## src/design/aspc_pkg.sv

```systemverilog
`default_nettype none

package aspc_pkg;

  localparam int TickBits = 12;
  localparam int ElapsedW = 12;
  localparam int CmpW     = (TickBits > ElapsedW) ? TickBits : ElapsedW;
  localparam logic [TickBits-1:0] TickMax = {TickBits{1'b1}};

  localparam int CfgW    = 12;
  localparam int CfgIdxW = 3;
  localparam int LoadW   = 6;

  localparam int InDataW  = 24;
  localparam int OutDataW = 40;

  typedef enum logic [2:0] {
    PH_NS_GREEN  = 3'd0,
    PH_NS_YELLOW = 3'd1,
    PH_ALL_RED   = 3'd2,
    PH_EW_GREEN  = 3'd3,
    PH_EW_YELLOW = 3'd4,
    PH_ALL_WALK  = 3'd5
  } phase_e;

  typedef enum logic [2:0] {
    REQ_NS_GREEN = 3'd0,
    REQ_EW_GREEN = 3'd1,
    REQ_ALL_RED  = 3'd2,
    REQ_ALL_WALK = 3'd3,
    REQ_WALK_H   = 3'd4,
    REQ_WALK_V   = 3'd5
  } req_e;

  typedef enum logic [CfgIdxW-1:0] {
    CFG_NS_MIN_GREEN = 3'd0,
    CFG_EW_MIN_GREEN = 3'd1,
    CFG_MAX_GREEN    = 3'd2,
    CFG_NS_YELLOW    = 3'd3,
    CFG_EW_YELLOW    = 3'd4,
    CFG_ALL_RED      = 3'd5,
    CFG_WALK_TIME    = 3'd6
  } cfg_idx_e;

  localparam logic [CfgW-1:0] RstNsMinGreen = 12'd100;
  localparam logic [CfgW-1:0] RstEwMinGreen = 12'd100;
  localparam logic [CfgW-1:0] RstMaxGreen   = 12'd300;
  localparam logic [CfgW-1:0] RstNsYellow   = 12'd40;
  localparam logic [CfgW-1:0] RstEwYellow   = 12'd40;
  localparam logic [CfgW-1:0] RstAllRed     = 12'd20;
  localparam logic [CfgW-1:0] RstWalkTime   = 12'd120;

endpackage

`default_nettype wire

```

## src/design/actuated_signal_phase_controller.sv

```systemverilog
// Actuated two-axis signal controller with an all-walk scramble phase.
// Input stream (s_axis): one transfer per item. tuser[0] is the item kind
// (0 time tick, 1 manual request); tdata carries the request target,
// manual mode, both axis loads and the pedestrian flags.
// Output stream (m_axis): one transfer per input item with phase, pending
// target, ticks in phase, countdown and the walker/waiter pulses.
// Config port: cfg_we_i writes cfg_wdata_i into register cfg_idx_i at the
// clock edge; indexes past the walk time register are ignored. Write only
// while the block is idle.
// An item accepted on s_axis goes to the input register, then to the result
// register. Throughput: one item per cycle while m_axis does not stall, set
// by the single input and result registers with the phase logic between them.
// When m_axis stalls, the result register holds and the input register
// takes one more item; s_axis_tready_o drops only when both are full.
// Reset: phase and pending target go to NS green, the tick count to zero,
// timing registers to their defaults, and both stages empty.
`default_nettype none

module actuated_signal_phase_controller (
  input  wire logic                          clk_i,
  input  wire logic                          rst_ni,
  input  wire logic                          s_axis_tvalid_i,
  output logic                               s_axis_tready_o,
  // [2:0] request_target, [3] manual_op, [9:4] ns_load, [15:10] ew_load,
  // [16] walk_wait_h, [17] walk_wait_v, [18] walkers_active,
  // [19] crossing_clear, [20] rush_on_ns, rest zero
  input  wire logic [aspc_pkg::InDataW-1:0]  s_axis_tdata_i,
  // [0] func
  input  wire logic [0:0]                    s_axis_tuser_i,
  output logic                               m_axis_tvalid_o,
  input  wire logic                          m_axis_tready_i,
  // [2:0] phase, [5:3] pending_phase, [17:6] phase_elapsed,
  // [29:18] countdown, [30] release_walkers, [31] add_waiter_h,
  // [32] add_waiter_v, rest zero
  output logic [aspc_pkg::OutDataW-1:0]      m_axis_tdata_o,
  input  wire logic                          cfg_we_i,
  input  wire logic [aspc_pkg::CfgIdxW-1:0]  cfg_idx_i,
  input  wire logic [aspc_pkg::CfgW-1:0]     cfg_wdata_i
);

  localparam int TickBits = aspc_pkg::TickBits;
  localparam int CmpW     = aspc_pkg::CmpW;
  localparam int LoadW    = aspc_pkg::LoadW;

  // timing registers
  logic [aspc_pkg::CfgW-1:0] ns_min_q, ew_min_q, max_green_q;
  logic [aspc_pkg::CfgW-1:0] ns_yel_q, ew_yel_q, all_red_q, walk_q;

  // pipeline stages
  logic                         in_valid_q;
  logic [aspc_pkg::InDataW-1:0] in_data_q;
  logic                         in_func_q;
  logic                         out_valid_q;
  logic [aspc_pkg::OutDataW-1:0] out_data_q;
  logic                         move;

  // controller state
  aspc_pkg::phase_e      phase_q, phase_d;
  aspc_pkg::phase_e      pend_q, pend_d;
  logic [TickBits-1:0]   tick_q, tick_d;

  // unpacked item fields
  logic [2:0]       tgt;
  logic             manual, wait_h, wait_v, active, clear, rush_ns;
  logic [LoadW-1:0] ns_load, ew_load;

  logic                       rel, add_h, add_v;
  logic [aspc_pkg::ElapsedW-1:0] countdown;

  assign tgt     = in_data_q[2:0];
  assign manual  = in_data_q[3];
  assign ns_load = in_data_q[9:4];
  assign ew_load = in_data_q[15:10];
  assign wait_h  = in_data_q[16];
  assign wait_v  = in_data_q[17];
  assign active  = in_data_q[18];
  assign clear   = in_data_q[19];
  assign rush_ns = in_data_q[20];

  assign move            = in_valid_q && (!out_valid_q || m_axis_tready_i);
  assign s_axis_tready_o = !in_valid_q || move;
  assign m_axis_tvalid_o = out_valid_q;
  assign m_axis_tdata_o  = out_data_q;

  always_ff @(posedge clk_i or negedge rst_ni) begin
    if (!rst_ni) begin
      ns_min_q    <= aspc_pkg::RstNsMinGreen;
      ew_min_q    <= aspc_pkg::RstEwMinGreen;
      max_green_q <= aspc_pkg::RstMaxGreen;
      ns_yel_q    <= aspc_pkg::RstNsYellow;
      ew_yel_q    <= aspc_pkg::RstEwYellow;
      all_red_q   <= aspc_pkg::RstAllRed;
      walk_q      <= aspc_pkg::RstWalkTime;
    end else if (cfg_we_i) begin
      case (cfg_idx_i)
        aspc_pkg::CFG_NS_MIN_GREEN: ns_min_q    <= cfg_wdata_i;
        aspc_pkg::CFG_EW_MIN_GREEN: ew_min_q    <= cfg_wdata_i;
        aspc_pkg::CFG_MAX_GREEN:    max_green_q <= cfg_wdata_i;
        aspc_pkg::CFG_NS_YELLOW:    ns_yel_q    <= cfg_wdata_i;
        aspc_pkg::CFG_EW_YELLOW:    ew_yel_q    <= cfg_wdata_i;
        aspc_pkg::CFG_ALL_RED:      all_red_q   <= cfg_wdata_i;
        aspc_pkg::CFG_WALK_TIME:    walk_q      <= cfg_wdata_i;
        default: ;
      endcase
    end
  end

  always_ff @(posedge clk_i or negedge rst_ni) begin
    if (!rst_ni) begin
      in_valid_q  <= 1'b0;
      out_valid_q <= 1'b0;
      phase_q     <= aspc_pkg::PH_NS_GREEN;
      pend_q      <= aspc_pkg::PH_NS_GREEN;
      tick_q      <= '0;
    end else begin
      if (s_axis_tready_o) begin
        in_valid_q <= s_axis_tvalid_i;
      end
      if (move) begin
        out_valid_q <= 1'b1;
        phase_q     <= phase_d;
        pend_q      <= pend_d;
        tick_q      <= tick_d;
      end else if (m_axis_tready_i) begin
        out_valid_q <= 1'b0;
      end
    end
  end

  always_ff @(posedge clk_i) begin
    if (s_axis_tvalid_i && s_axis_tready_o) begin
      in_data_q <= s_axis_tdata_i;
      in_func_q <= s_axis_tuser_i[0];
    end
    if (move) begin
      out_data_q <= {7'b0, add_v, add_h, rel, countdown,
                     aspc_pkg::ElapsedW'(tick_d), pend_d, phase_d};
    end
  end

  // next state for the item in the input register
  always_comb begin
    logic [TickBits-1:0] inc;
    logic [CmpW-1:0]     inc_w;
    logic                is_ns, past_min, scramble, yield_g;
    logic [LoadW-1:0]    own, other;
    logic [aspc_pkg::CfgW-1:0] min_g, yel_t;
    aspc_pkg::phase_e    heavier, green_t;

    phase_d = phase_q;
    pend_d  = pend_q;
    tick_d  = tick_q;
    rel     = 1'b0;
    add_h   = 1'b0;
    add_v   = 1'b0;

    inc   = (tick_q == aspc_pkg::TickMax) ? tick_q : tick_q + TickBits'(1);
    inc_w = CmpW'(inc);

    is_ns    = (phase_q == aspc_pkg::PH_NS_GREEN);
    own      = is_ns ? ns_load : ew_load;
    other    = is_ns ? ew_load : ns_load;
    min_g    = is_ns ? ns_min_q : ew_min_q;
    past_min = inc_w >= CmpW'(min_g);
    scramble = wait_h && wait_v && past_min;
    yield_g  = scramble || (past_min && ((other > own) ||
               ((other != '0) && (own == '0)) || (inc_w >= CmpW'(max_green_q))));
    yel_t    = (phase_q == aspc_pkg::PH_NS_YELLOW) ? ns_yel_q : ew_yel_q;

    if (ns_load > ew_load) begin
      heavier = aspc_pkg::PH_NS_GREEN;
    end else if (ew_load > ns_load) begin
      heavier = aspc_pkg::PH_EW_GREEN;
    end else begin
      heavier = rush_ns ? aspc_pkg::PH_NS_GREEN : aspc_pkg::PH_EW_GREEN;
    end
    green_t = (tgt == aspc_pkg::REQ_NS_GREEN) ? aspc_pkg::PH_NS_GREEN
                                               : aspc_pkg::PH_EW_GREEN;

    if (!in_func_q) begin
      tick_d = inc;
      case (phase_q)
        aspc_pkg::PH_NS_GREEN, aspc_pkg::PH_EW_GREEN: begin
          if (!manual && yield_g) begin
            phase_d = is_ns ? aspc_pkg::PH_NS_YELLOW : aspc_pkg::PH_EW_YELLOW;
            tick_d  = '0;
            if (scramble) begin
              pend_d = aspc_pkg::PH_ALL_WALK;
            end else begin
              pend_d = is_ns ? aspc_pkg::PH_EW_GREEN : aspc_pkg::PH_NS_GREEN;
            end
          end
        end
        aspc_pkg::PH_NS_YELLOW, aspc_pkg::PH_EW_YELLOW: begin
          if (inc_w >= CmpW'(yel_t)) begin
            tick_d = '0;
            if (manual && (pend_q == aspc_pkg::PH_NS_GREEN ||
                           pend_q == aspc_pkg::PH_EW_GREEN)) begin
              phase_d = pend_q;
            end else begin
              phase_d = aspc_pkg::PH_ALL_RED;
            end
          end
        end
        aspc_pkg::PH_ALL_RED: begin
          if (pend_q != aspc_pkg::PH_ALL_RED && inc_w >= CmpW'(all_red_q)) begin
            if (pend_q != aspc_pkg::PH_ALL_WALK) begin
              phase_d = pend_q;
              tick_d  = '0;
            end else if (clear) begin
              phase_d = aspc_pkg::PH_ALL_WALK;
              tick_d  = '0;
              rel     = 1'b1;
            end
          end
        end
        default: begin
          if (inc_w >= CmpW'(walk_q) && !wait_h && !wait_v && !active) begin
            phase_d = aspc_pkg::PH_ALL_RED;
            tick_d  = '0;
            pend_d  = manual ? aspc_pkg::PH_ALL_RED : heavier;
          end
        end
      endcase
    end else begin
      case (tgt)
        aspc_pkg::REQ_WALK_H: add_h = 1'b1;
        aspc_pkg::REQ_WALK_V: add_v = 1'b1;
        aspc_pkg::REQ_ALL_WALK, aspc_pkg::REQ_ALL_RED: begin
          pend_d = (tgt == aspc_pkg::REQ_ALL_WALK) ? aspc_pkg::PH_ALL_WALK
                                                   : aspc_pkg::PH_ALL_RED;
          if (phase_q == aspc_pkg::PH_NS_GREEN) begin
            phase_d = aspc_pkg::PH_NS_YELLOW;
            tick_d  = '0;
          end else if (phase_q == aspc_pkg::PH_EW_GREEN) begin
            phase_d = aspc_pkg::PH_EW_YELLOW;
            tick_d  = '0;
          end else if (phase_q == aspc_pkg::PH_ALL_RED) begin
            if (tgt == aspc_pkg::REQ_ALL_RED) begin
              tick_d = '0;
            end else if (clear) begin
              phase_d = aspc_pkg::PH_ALL_WALK;
              tick_d  = '0;
              rel     = 1'b1;
            end
          end
        end
        aspc_pkg::REQ_NS_GREEN, aspc_pkg::REQ_EW_GREEN: begin
          pend_d = green_t;
          if (phase_q == aspc_pkg::PH_NS_GREEN && green_t == aspc_pkg::PH_EW_GREEN) begin
            phase_d = aspc_pkg::PH_NS_YELLOW;
            tick_d  = '0;
          end else if (phase_q == aspc_pkg::PH_EW_GREEN &&
                       green_t == aspc_pkg::PH_NS_GREEN) begin
            phase_d = aspc_pkg::PH_EW_YELLOW;
            tick_d  = '0;
          end else if (phase_q == aspc_pkg::PH_ALL_RED) begin
            phase_d = green_t;
            tick_d  = '0;
          end
        end
        default: ;
      endcase
    end
  end

  // countdown on the updated state
  always_comb begin
    logic            hold;
    logic [aspc_pkg::CfgW-1:0] limit;
    logic [CmpW-1:0] lim_w, tick_w;

    hold = manual && (phase_d == aspc_pkg::PH_NS_GREEN || phase_d == aspc_pkg::PH_EW_GREEN ||
           (phase_d == aspc_pkg::PH_ALL_RED && pend_d == aspc_pkg::PH_ALL_RED));
    case (phase_d)
      aspc_pkg::PH_NS_GREEN:  limit = ns_min_q;
      aspc_pkg::PH_NS_YELLOW: limit = ns_yel_q;
      aspc_pkg::PH_ALL_RED:   limit = all_red_q;
      aspc_pkg::PH_EW_GREEN:  limit = ew_min_q;
      aspc_pkg::PH_EW_YELLOW: limit = ew_yel_q;
      aspc_pkg::PH_ALL_WALK:  limit = walk_q;
      default:                limit = '0;
    endcase
    lim_w  = CmpW'(limit);
    tick_w = CmpW'(tick_d);
    if (hold || !(lim_w > tick_w)) begin
      countdown = '0;
    end else begin
      countdown = aspc_pkg::ElapsedW'(lim_w - tick_w);
    end
  end

  // a release pulse only comes with the scramble phase
  assert property (@(posedge clk_i) disable iff (!rst_ni)
    out_valid_q && out_data_q[30] |-> out_data_q[2:0] == aspc_pkg::PH_ALL_WALK)
    else $error("release without all walk phase");

  assert property (@(posedge clk_i) disable iff (!rst_ni)
    !(out_data_q[31] && out_data_q[32] && out_valid_q))
    else $error("both waiter pulses set");

  // entering a phase restarts its tick count
  assert property (@(posedge clk_i) disable iff (!rst_ni)
    phase_q != $past(phase_q) |-> tick_q == '0)
    else $error("phase change without tick restart");

  assert property (@(posedge clk_i) disable iff (!rst_ni)
    !s_axis_tready_o |-> in_valid_q && out_valid_q)
    else $error("input stalled with a free stage");

endmodule

`default_nettype wire

```

## config.mk

```make
export PLATFORM = sky130hd
export DESIGN_NAME = actuated_signal_phase_controller
export DESIGN_NICKNAME = d
export VERILOG_FILES = /design/src/design/aspc_pkg.sv /design/src/design/actuated_signal_phase_controller.sv
export SDC_FILE = /design/constraint.sdc
export NUM_CORES = 1
export LEC_CHECK = 0
export BUFFER_PORTS_ARGS = -buffer_cell sky130_fd_sc_hd__buf_2
export CORE_ASPECT_RATIO = 0.7
export CORE_MARGIN = 1
export CORE_UTILIZATION = 66
export CTS_CLUSTER_DIAMETER = 200
export CTS_CLUSTER_SIZE = 14
export DETAILED_ROUTE_END_ITERATION = 16
export PLACE_DENSITY = 0.92
export SLEW_MARGIN = 20
export SYNTH_ARGS = -nofsm -noshare
export SYNTH_HDL_FRONTEND = slang
export SYNTH_SLANG_ARGS = --single-unit
```

## constraint.sdc

```tcl
create_clock -name clk_i -period 13.6 [get_ports clk_i]
set_input_delay 2.72 -clock clk_i [delete_from_list [all_inputs] [get_ports clk_i]]
set_output_delay 2.72 -clock clk_i [all_outputs]
set_load 0.01 [all_outputs]
```

==> out/metrics.csv, run 1 <==
metric;value;unit
design_area;0.01138;mm^2
period_minus_slack;9.363;ns
drt_iter0_markers;897;
routedWlPerCell;22.25;um
sw_frac_of_total;43.01;%
ys_types;81;
num_rows;37;
cpLargestDelayFamily;compound AO/OA/AOI/OAI gates;
hp-start;max_green_q[0];
drc;0;
final-hold-violation-count;0;
synth_ff_type;dfrtp_1;
register_area;0.004279;mm^2
p_int;1.476;mW
dieWidth;151.0;um
io_pins;87;
slew_headroom;26.18;%
fp.dieArea;0.01606;mm^2
num_vias;8253;
postCtsHoldBufs;0;
finalWirelength;27.41;mm
syn-instance-count;957;
fin_nets;1149;
post_dp_cell_area;0.01080;mm^2
clock-root-buffer;clkbuf_16;
place.gp.congestion;0.9458;
critical-path-slowest-cell;xnor2_1;
cp-end-kind;flop;
reg2regPathDepth;28;
layout_commonest_cell;mux2_2;
cts_setup_buffers;0;
antenna_left;0;
finalPower;2.591;mW
synth_top_cell_area_share;20.48;%
switchingPower;1.114;mW
place_ws;4.757;ns
vdd_drop_max;0.0001139;V
worstPathRequired;13.82;ns
synth_edf_count;55;
yosysSeqAreaShare;41.70;%
drv_slew;0;
p_seq_share;28.6;%
cts_buffer_depth;2;
die_h;106.3;um
core_area;0.01495;mm^2
syn_area;0.01026;mm^2
p_per_area;227.7;mW/mm^2
synthTopCellsByArea;dfrtp_1 20%, edfxtp_1 16%, mux2_2 10%, ha_1 9.6%, dfstp_2 5.1%;
yosys_warnings;0;
fin_setup_tns;0;ns
fin_skew;0.006685;ns
vias_per_cell;6.699;
hold_path.class;flop to flop;
diodes;0;
clock_sinks;159;
hold_depth;1;
regToRegSetupSlack;4.24;ns
synth-async-reset-ratio;65.41;%
final_layout_size_suffix_gt1_share;24.98;%
track_usage;35.57;%
area_delta_synth_final;10.85;%
maxCapViolCount;0;
path_common_cell;o21ai_0;
cts_tree;yes;
yosysTopAreaCell;dfrtp_1;
firstDrtPassIters;7;
fill_cells;967;
critical_path.max_stage_delay;0.89;ns
grt_start_max_net_pins;60;
layout_common_cells;91 x mux2_2, 84 x dfrtp_1, 79 x ha_1, 75 x buf_2, 66 x inv_1;
path_clk_slew;0.06;ns
worstSetupStartpointType;flop;
ys_ff_latch;159;
cts_max_level;4;
setup_ws;4.237;ns
clock_latency;0.44;ns
syn_area_per_cell;10.72;um^2
fmaxAchievable;0.1068;GHz
power_frac_comb;53.4;%
holdPathEnd;max_green_q[0];
period_share;68.84;%
hpwlAfterDp;19.52;mm
grt_pass1_wl;42.37;mm
setup_viol;0;
multiInputGateArea;0.005550;mm^2
grt_overflow;0;
cp_num_buf_inv;2;
timing.rr.start;tick_q[5];
status;completed;
path_max_fanout;22;
numCtsBuffers;17;
p_leak;4.980;nW
pwr-share-clk;18.0;%
port_buffers;76;
start_util;68.63;%
worst_pin_slew;1.101;ns
first_global_vias;7836;
path_class;flop to flop;
rsz0062_at_grt;no;
arrival;9.58;ns
r2r-end;m_axis_tdata_o[28];
ctsResizeCount;0;
antenna_found_initial;1;
==> metal layers <==
layer	track usage (%)	share of wire (%)	vias up
met2	52.23	44	505
met5	0	0	-
met1	49.15	42	3978
li1	-	-	3697
met4	13.64	2.9	0
met3	10.90	11	73
==> registers in the layout, summed over array words and instances, names as in the netlist <==
| name | flops |
|---|---|
| tick_q | 12 |
| in_valid_q | 1 |
| ns_yel_q | 12 |
| in_func_q | 1 |
| in_data_q | 21 |
| phase_q | 3 |
| ns_min_q | 12 |
| ew_min_q | 12 |
| walk_q | 12 |
| m_axis_tvalid_o | 1 |
| max_green_q | 12 |
| all_red_q | 12 |
| pend_q | 3 |
| m_axis_tdata_o | 33 |
| ew_yel_q | 12 |
==> power groups by stage <==
stage               combinational (mW)  sequential [mW]  clock [mW]
global route                      1.48            0.753       0.487
detailed placement                1.32            0.743           0
finish                            1.38            0.740       0.467
CTS                               1.34            0.736       0.467
floorplan                        0.996            0.714           0
global placement                  1.27            0.738           0
==> cells in the mapped netlist (all sizes together) (6+ instances only) <==
| master | n |
|---|---|
| o21ai | 50 |
| a31oi | 6 |
| nand4 | 15 |
| and2 | 8 |
| nand2b | 19 |
| inv | 67 |
| buf | 25 |
| o21a | 8 |
| dfrtp | 84 |
| dfstp | 20 |
| nand3 | 15 |
| mux2i | 46 |
| mux2 | 92 |
| a21oi | 29 |
| o22ai | 8 |
| or3 | 8 |
| xnor2 | 13 |
| a211oi | 11 |
| a22oi | 16 |
| nor2 | 33 |
| and3 | 7 |
| ha | 79 |
| nor2b | 8 |
| nor4 | 9 |
| a22o | 21 |
| nor3 | 25 |
| nand2 | 63 |
| edfxtp | 55 |
| a21boi | 8 |
| clkbuf | 21 |
| nand3b | 8 |
==> how the worst max path moves through the flow <==
stage                     from            endpoint  slack [ns]  depth (start not counted)
finish               tick_q[5]  m_axis_tdata_o[28]        4.24                         28
global route         tick_q[5]  m_axis_tdata_o[28]        3.90                         28
CTS                  tick_q[5]  m_axis_tdata_o[28]        4.65                         28
detailed placement   tick_q[5]  m_axis_tdata_o[28]        4.76                         28
global placement     tick_q[0]  m_axis_tdata_o[28]        4.94                         26
floorplan           phase_q[0]  m_axis_tdata_o[21]        6.54                         30
==> stage by stage <==
stage	instances	util (%)	hold WS, ns
2_1_floorplan	963	-	0.4490
3_3_place_gp	1200	72.21	0.4696
3_5_place_dp	1200	72.21	0.4817
4_1_cts	1232	76.05	0.5223
5_1_grt	1232	76.08	0.5522
6_report	1232	76.08	0.5221
==> worst reg2reg max path: cells and delay by family (launching register included) <==
family / cells / cell delay, ns
AOI/OAI and AO/OA: 14 / 4.19
xor gates and xnor gates: 1 / 0.89
adders and majority gates: 3 / 1.02
buffers and inverters: 2 / 0.51
DFF: 1 / 0.45
and+or+nand+nor: 8 / 2.08
==> logic make-up (layout without fill, tap and decap cells) <==
| logic type | Yosys count | in the layout | synth area share [%] |
|---|---|---|---|
| adders and majority gates | 80 | 80 | 9.827 |
| and+or+nand+nor | 237 | 237 | 12.44 |
| buffers and inverters | 114 | 188 | 4.791 |
| DFF | 159 | 159 | 41.70 |
| xor gates and xnor gates | 18 | 18 | 1.536 |
| muxes | 138 | 138 | 14.58 |
| AOI/OAI and AO/OA | 210 | 210 | 15.09 |
| other | 1 | 7 | 0.03654 |
==> layout make-up <==
cell class | instances | area share (%)
inverters | 68 | 2.244
multi-input cells | 690 | 48.79
repair buffers | 88 | 4.158
flip-flops and latches | 159 | 37.62
clock inverters | 8 | 0.4399
well taps | 195 | 2.145
clock buffers | 24 | 4.608
Power figures use the tool's default switching activity.
==> run 2, diff against run 1 <==
--- a/config.mk
+++ b/config.mk
@@ -5,14 +5,15 @@
 export SDC_FILE = /design/constraint.sdc
 export NUM_CORES = 1
 export LEC_CHECK = 0
+export ABC_AREA = 1
 export BUFFER_PORTS_ARGS = -buffer_cell sky130_fd_sc_hd__buf_2
 export CORE_ASPECT_RATIO = 0.7
 export CORE_MARGIN = 1
-export CORE_UTILIZATION = 66
+export CORE_UTILIZATION = 55
 export CTS_CLUSTER_DIAMETER = 200
 export CTS_CLUSTER_SIZE = 14
 export DETAILED_ROUTE_END_ITERATION = 16
-export PLACE_DENSITY = 0.92
+export PLACE_DENSITY = 0.82
 export SLEW_MARGIN = 20
 export SYNTH_ARGS = -nofsm -noshare
 export SYNTH_HDL_FRONTEND = slang
==> constraint.sdc (replaced) <==
create_clock -name clk_i -period 8 [get_ports clk_i]
set_input_delay 1.6 -clock clk_i [delete_from_list [all_inputs] [get_ports clk_i]]
set_output_delay 1.6 -clock clk_i [all_outputs]
set_load 0.01 [all_outputs]
==> run 2 against run 1 <==
Critical path depth rose by 16. Wire length down 4.8%. Hold slack worse by 0.038 ns. Total power increased by 54%. Combinational power up 44%. Non-clock buffer count rose by 4. Maximum frequency up 25%. Largest cell class unchanged. Largest power group unchanged.
==> out/metrics.csv, run 2 <==
metric;value;unit;change
finalNonFillerCells;1566;;+27%
firstDrtPassIters;6;;-1
track_usage;29.49;%;-6.1 points
period_minus_slack;7.504;ns;-1.858 ns
clock-root-buffer;clkbuf_16;;
syn_area_per_cell;7.996;um^2;-25%
grt_pass1_wl;41.83;mm;-1.3%
synthTopCellsByArea;dfrtp_1 21%, edfxtp_1 17%, nand2_1 11%, ha_1 9.9%, o21ai_0 7.8%;;
layout_commonest_cell;nand2_1;;
synth_edf_count;55;;unchanged
port_buffers;76;;unchanged
register_area;0.004279;mm^2;unchanged
fin_skew;0.01029;ns;+0.003600 ns
fmaxAchievable;0.1333;GHz;+25%
numCtsBuffers;17;;unchanged
reg2regPathDepth;44;;+57%
synth_most_common_cell;nand2_1;;
maxCapViolCount;0;;unchanged
cts_tree;yes;;
hpwlAfterDp;19.91;mm;+2.0%
status;completed;;
multiInputGateArea;0.004837;mm^2;-13%
hold_path.class;flop to flop;;
critical_path.max_stage_delay;0.41;ns;-0.48 ns
antenna_found_initial;0;;-1
largest_reg_flops;33;;unchanged
hold_depth;2;;+1
yosysTopAreaCell;dfrtp_1;;
final-hold-violation-count;0;;unchanged
vdd_drop_max;0.0001995;V;+75%
drt_iter0_markers;921;;+2.7%
worstSetupStartpointType;flop;;
first_global_vias;8137;;+3.8%
fin_nets;1447;;+26%
place_inst;1534;;+28%
yosysSeqAreaShare;43.05;%;+1.4 points
place.gp.congestion;1.003;;+6.0%
drv_slew;0;;unchanged
worstPathRequired;8.19;ns;-5.63 ns
synth_top_cells_by_count;298 x nand2_1, 177 x inv_1, 154 x o21ai_0;;
num_rows;40;;+8.1%
p_leak;5.541;nW;+11%
fill_cells;1498;;+55%
arrival;7.70;ns;-1.88 ns
rsz0062_at_grt;no;;
path_common_cell;nand3_1;;
fin_setup_tns;0;ns;unchanged
die_h;114.5;um;+7.7%
diodes;0;;unchanged
final_layout_size_suffix_gt1_share;13.03;%;-12 points
cts_max_level;4;;unchanged
cp-end-kind;flop;;
synth_ff_type;dfrtp_1;;
core_area;0.01742;mm^2;+16%
cts_buffer_depth;2;;unchanged
critical-path-slowest-cell;o21ai_0;;
path_class;flop to flop;;
syn-instance-count;1243;;+30%
area_delta_synth_final;12.21;%;
drc;0;;unchanged
finalWirelength;26.11;mm;-4.8%
vias_per_cell;5.656;;-16%
finalPower;3.981;mW;+54%
ys_ff_latch;159;;unchanged
ys_types;46;;-43%
cts_setup_buffers;0;;unchanged
period_share;93.80;%;+25 points
path_max_fanout;7;;-68%
worst_pin_slew;1.055;ns;-0.04623 ns
syn_area;0.009940;mm^2;-3.1%
start_util;57.07;%;-12 points
path_clk_slew;0.06;ns;about the same
clock_sinks;159;;unchanged
io_pins;87;;unchanged
yosys_warnings;0;;unchanged
antenna_left;0;;unchanged
grt_overflow;0;;unchanged
layout_common_cells;298 x nand2_1, 177 x inv_1, 153 x o21ai_0, 84 x dfrtp_1, 79 x ha_1;;
dieWidth;162.7;um;+7.7%
num_vias;8858;;+7.3%
grt_start_max_net_pins;73;;+22%
routedWlPerCell;16.67;um;-25%
p_per_area;356.9;mW/mm^2;+57%
place_ws;0.5645;ns;-4.192 ns
setup_viol;0;;unchanged
fp.dieArea;0.01862;mm^2;+16%
setup_ws;0.4956;ns;-3.742 ns
clock_latency;0.44;ns;about the same
synth_top_cell_area_share;21.15;%;+0.67 points
slew_headroom;28.91;%;+2.7 points
synth-async-reset-ratio;65.41;%;unchanged
## run 2: cell types whose count changed after synthesis, moves of 40 or more
| cell | delta |
|---|---|
| o21ai_0 | +109 |
| mux2_2 | -91 |
| nand3_1 | +54 |
| nand2_1 | +235 |
| mux2i_1 | -40 |
| inv_1 | +111 |
## run 2: where the power goes
part | switching [mW] | total [mW] | internal (mW)
clock | 0.341 | 0.799 | 0.458
sequential | 0.121 | 1.19 | 1.07
combinational | 1.29 | 1.99 | 0.702
total | 1.75 | 3.98 | 2.23
## run 2: final timing paths
kind / start / endpoint / slack (ns)
min in group asynchronous: rst_ni / m_axis_tvalid_o / 1.11
worst max-delay path: tick_q[0] / m_axis_tdata_o[24] / 0.50
worst min-delay path: ns_min_q[7] / ns_min_q[7] / 0.48
max in group asynchronous: rst_ni / all_red_q[9] / 5.60
worst max register to register: tick_q[0] / m_axis_tdata_o[24] / 0.50
worst min register to register: ns_min_q[7] / ns_min_q[7] / 0.48
## run 2: cell type report
type / count / share of cell area (%)
multi-input cells: 872 / 43.37
clock inverters: 14 / 1.256
clock buffers: 18 / 3.848
well taps: 231 / 2.591
flip-flops and latches: 159 / 38.37
repair buffers: 92 / 4.510
inverters: 180 / 6.058
## run 2: metal layers
metal	vias up	track usage (%)	share of wire (%)
li1	4277	-	-
met3	31	8.294	11
met2	457	42.22	41
met4	0	7.290	1.2
met1	4093	43.75	47
met5	-	0	0
## run 2: through the flow
stage | instance area (um^2) | util, % | hold slack [ns]
after global placement | 10560 | 60.62 | 0.4660
after CTS | 11130 | 63.89 | 0.4887
after global routing | 11150 | 64.04 | 0.4990
final | 11150 | 64.04 | 0.4838
after detailed placement | 10560 | 60.62 | 0.4726
after floorplan | 9962 | - | 0.4530
## run 2: logic make-up (layout without fill, tap and decap cells)
| group | Yosys count | after routing | synth area share [%] |
|---|---|---|---|
| AO/OA/AOI/OAI | 270 | 270 | 14.82 |
| XOR/XNOR | 15 | 15 | 1.322 |
| adder cells (fa/ha/maj) | 80 | 80 | 10.15 |
| buffers and inverters | 218 | 304 | 8.774 |
| flip-flops | 159 | 159 | 43.05 |
| multiplexers | 6 | 6 | 0.6043 |
| other | 1 | 7 | 0.03773 |
| AND/OR/NAND/NOR | 494 | 494 | 21.25 |
## run 2: worst max-delay path, delay by kind of cell, from the launching register on
| kind | cells | cell delay (ns) |
|---|---|---|
| buf+inv | 7 | 0.79 |
| simple gates | 25 | 3.26 |
| flops | 1 | 0.40 |
| compound gates | 10 | 2.08 |
| fa+ha+maj | 2 | 0.72 |
## run 2: repair_timing
action	CTS	global route
gates resized for setup	0	6
hold buffers	0	0
setup endpoints to repair	0	12
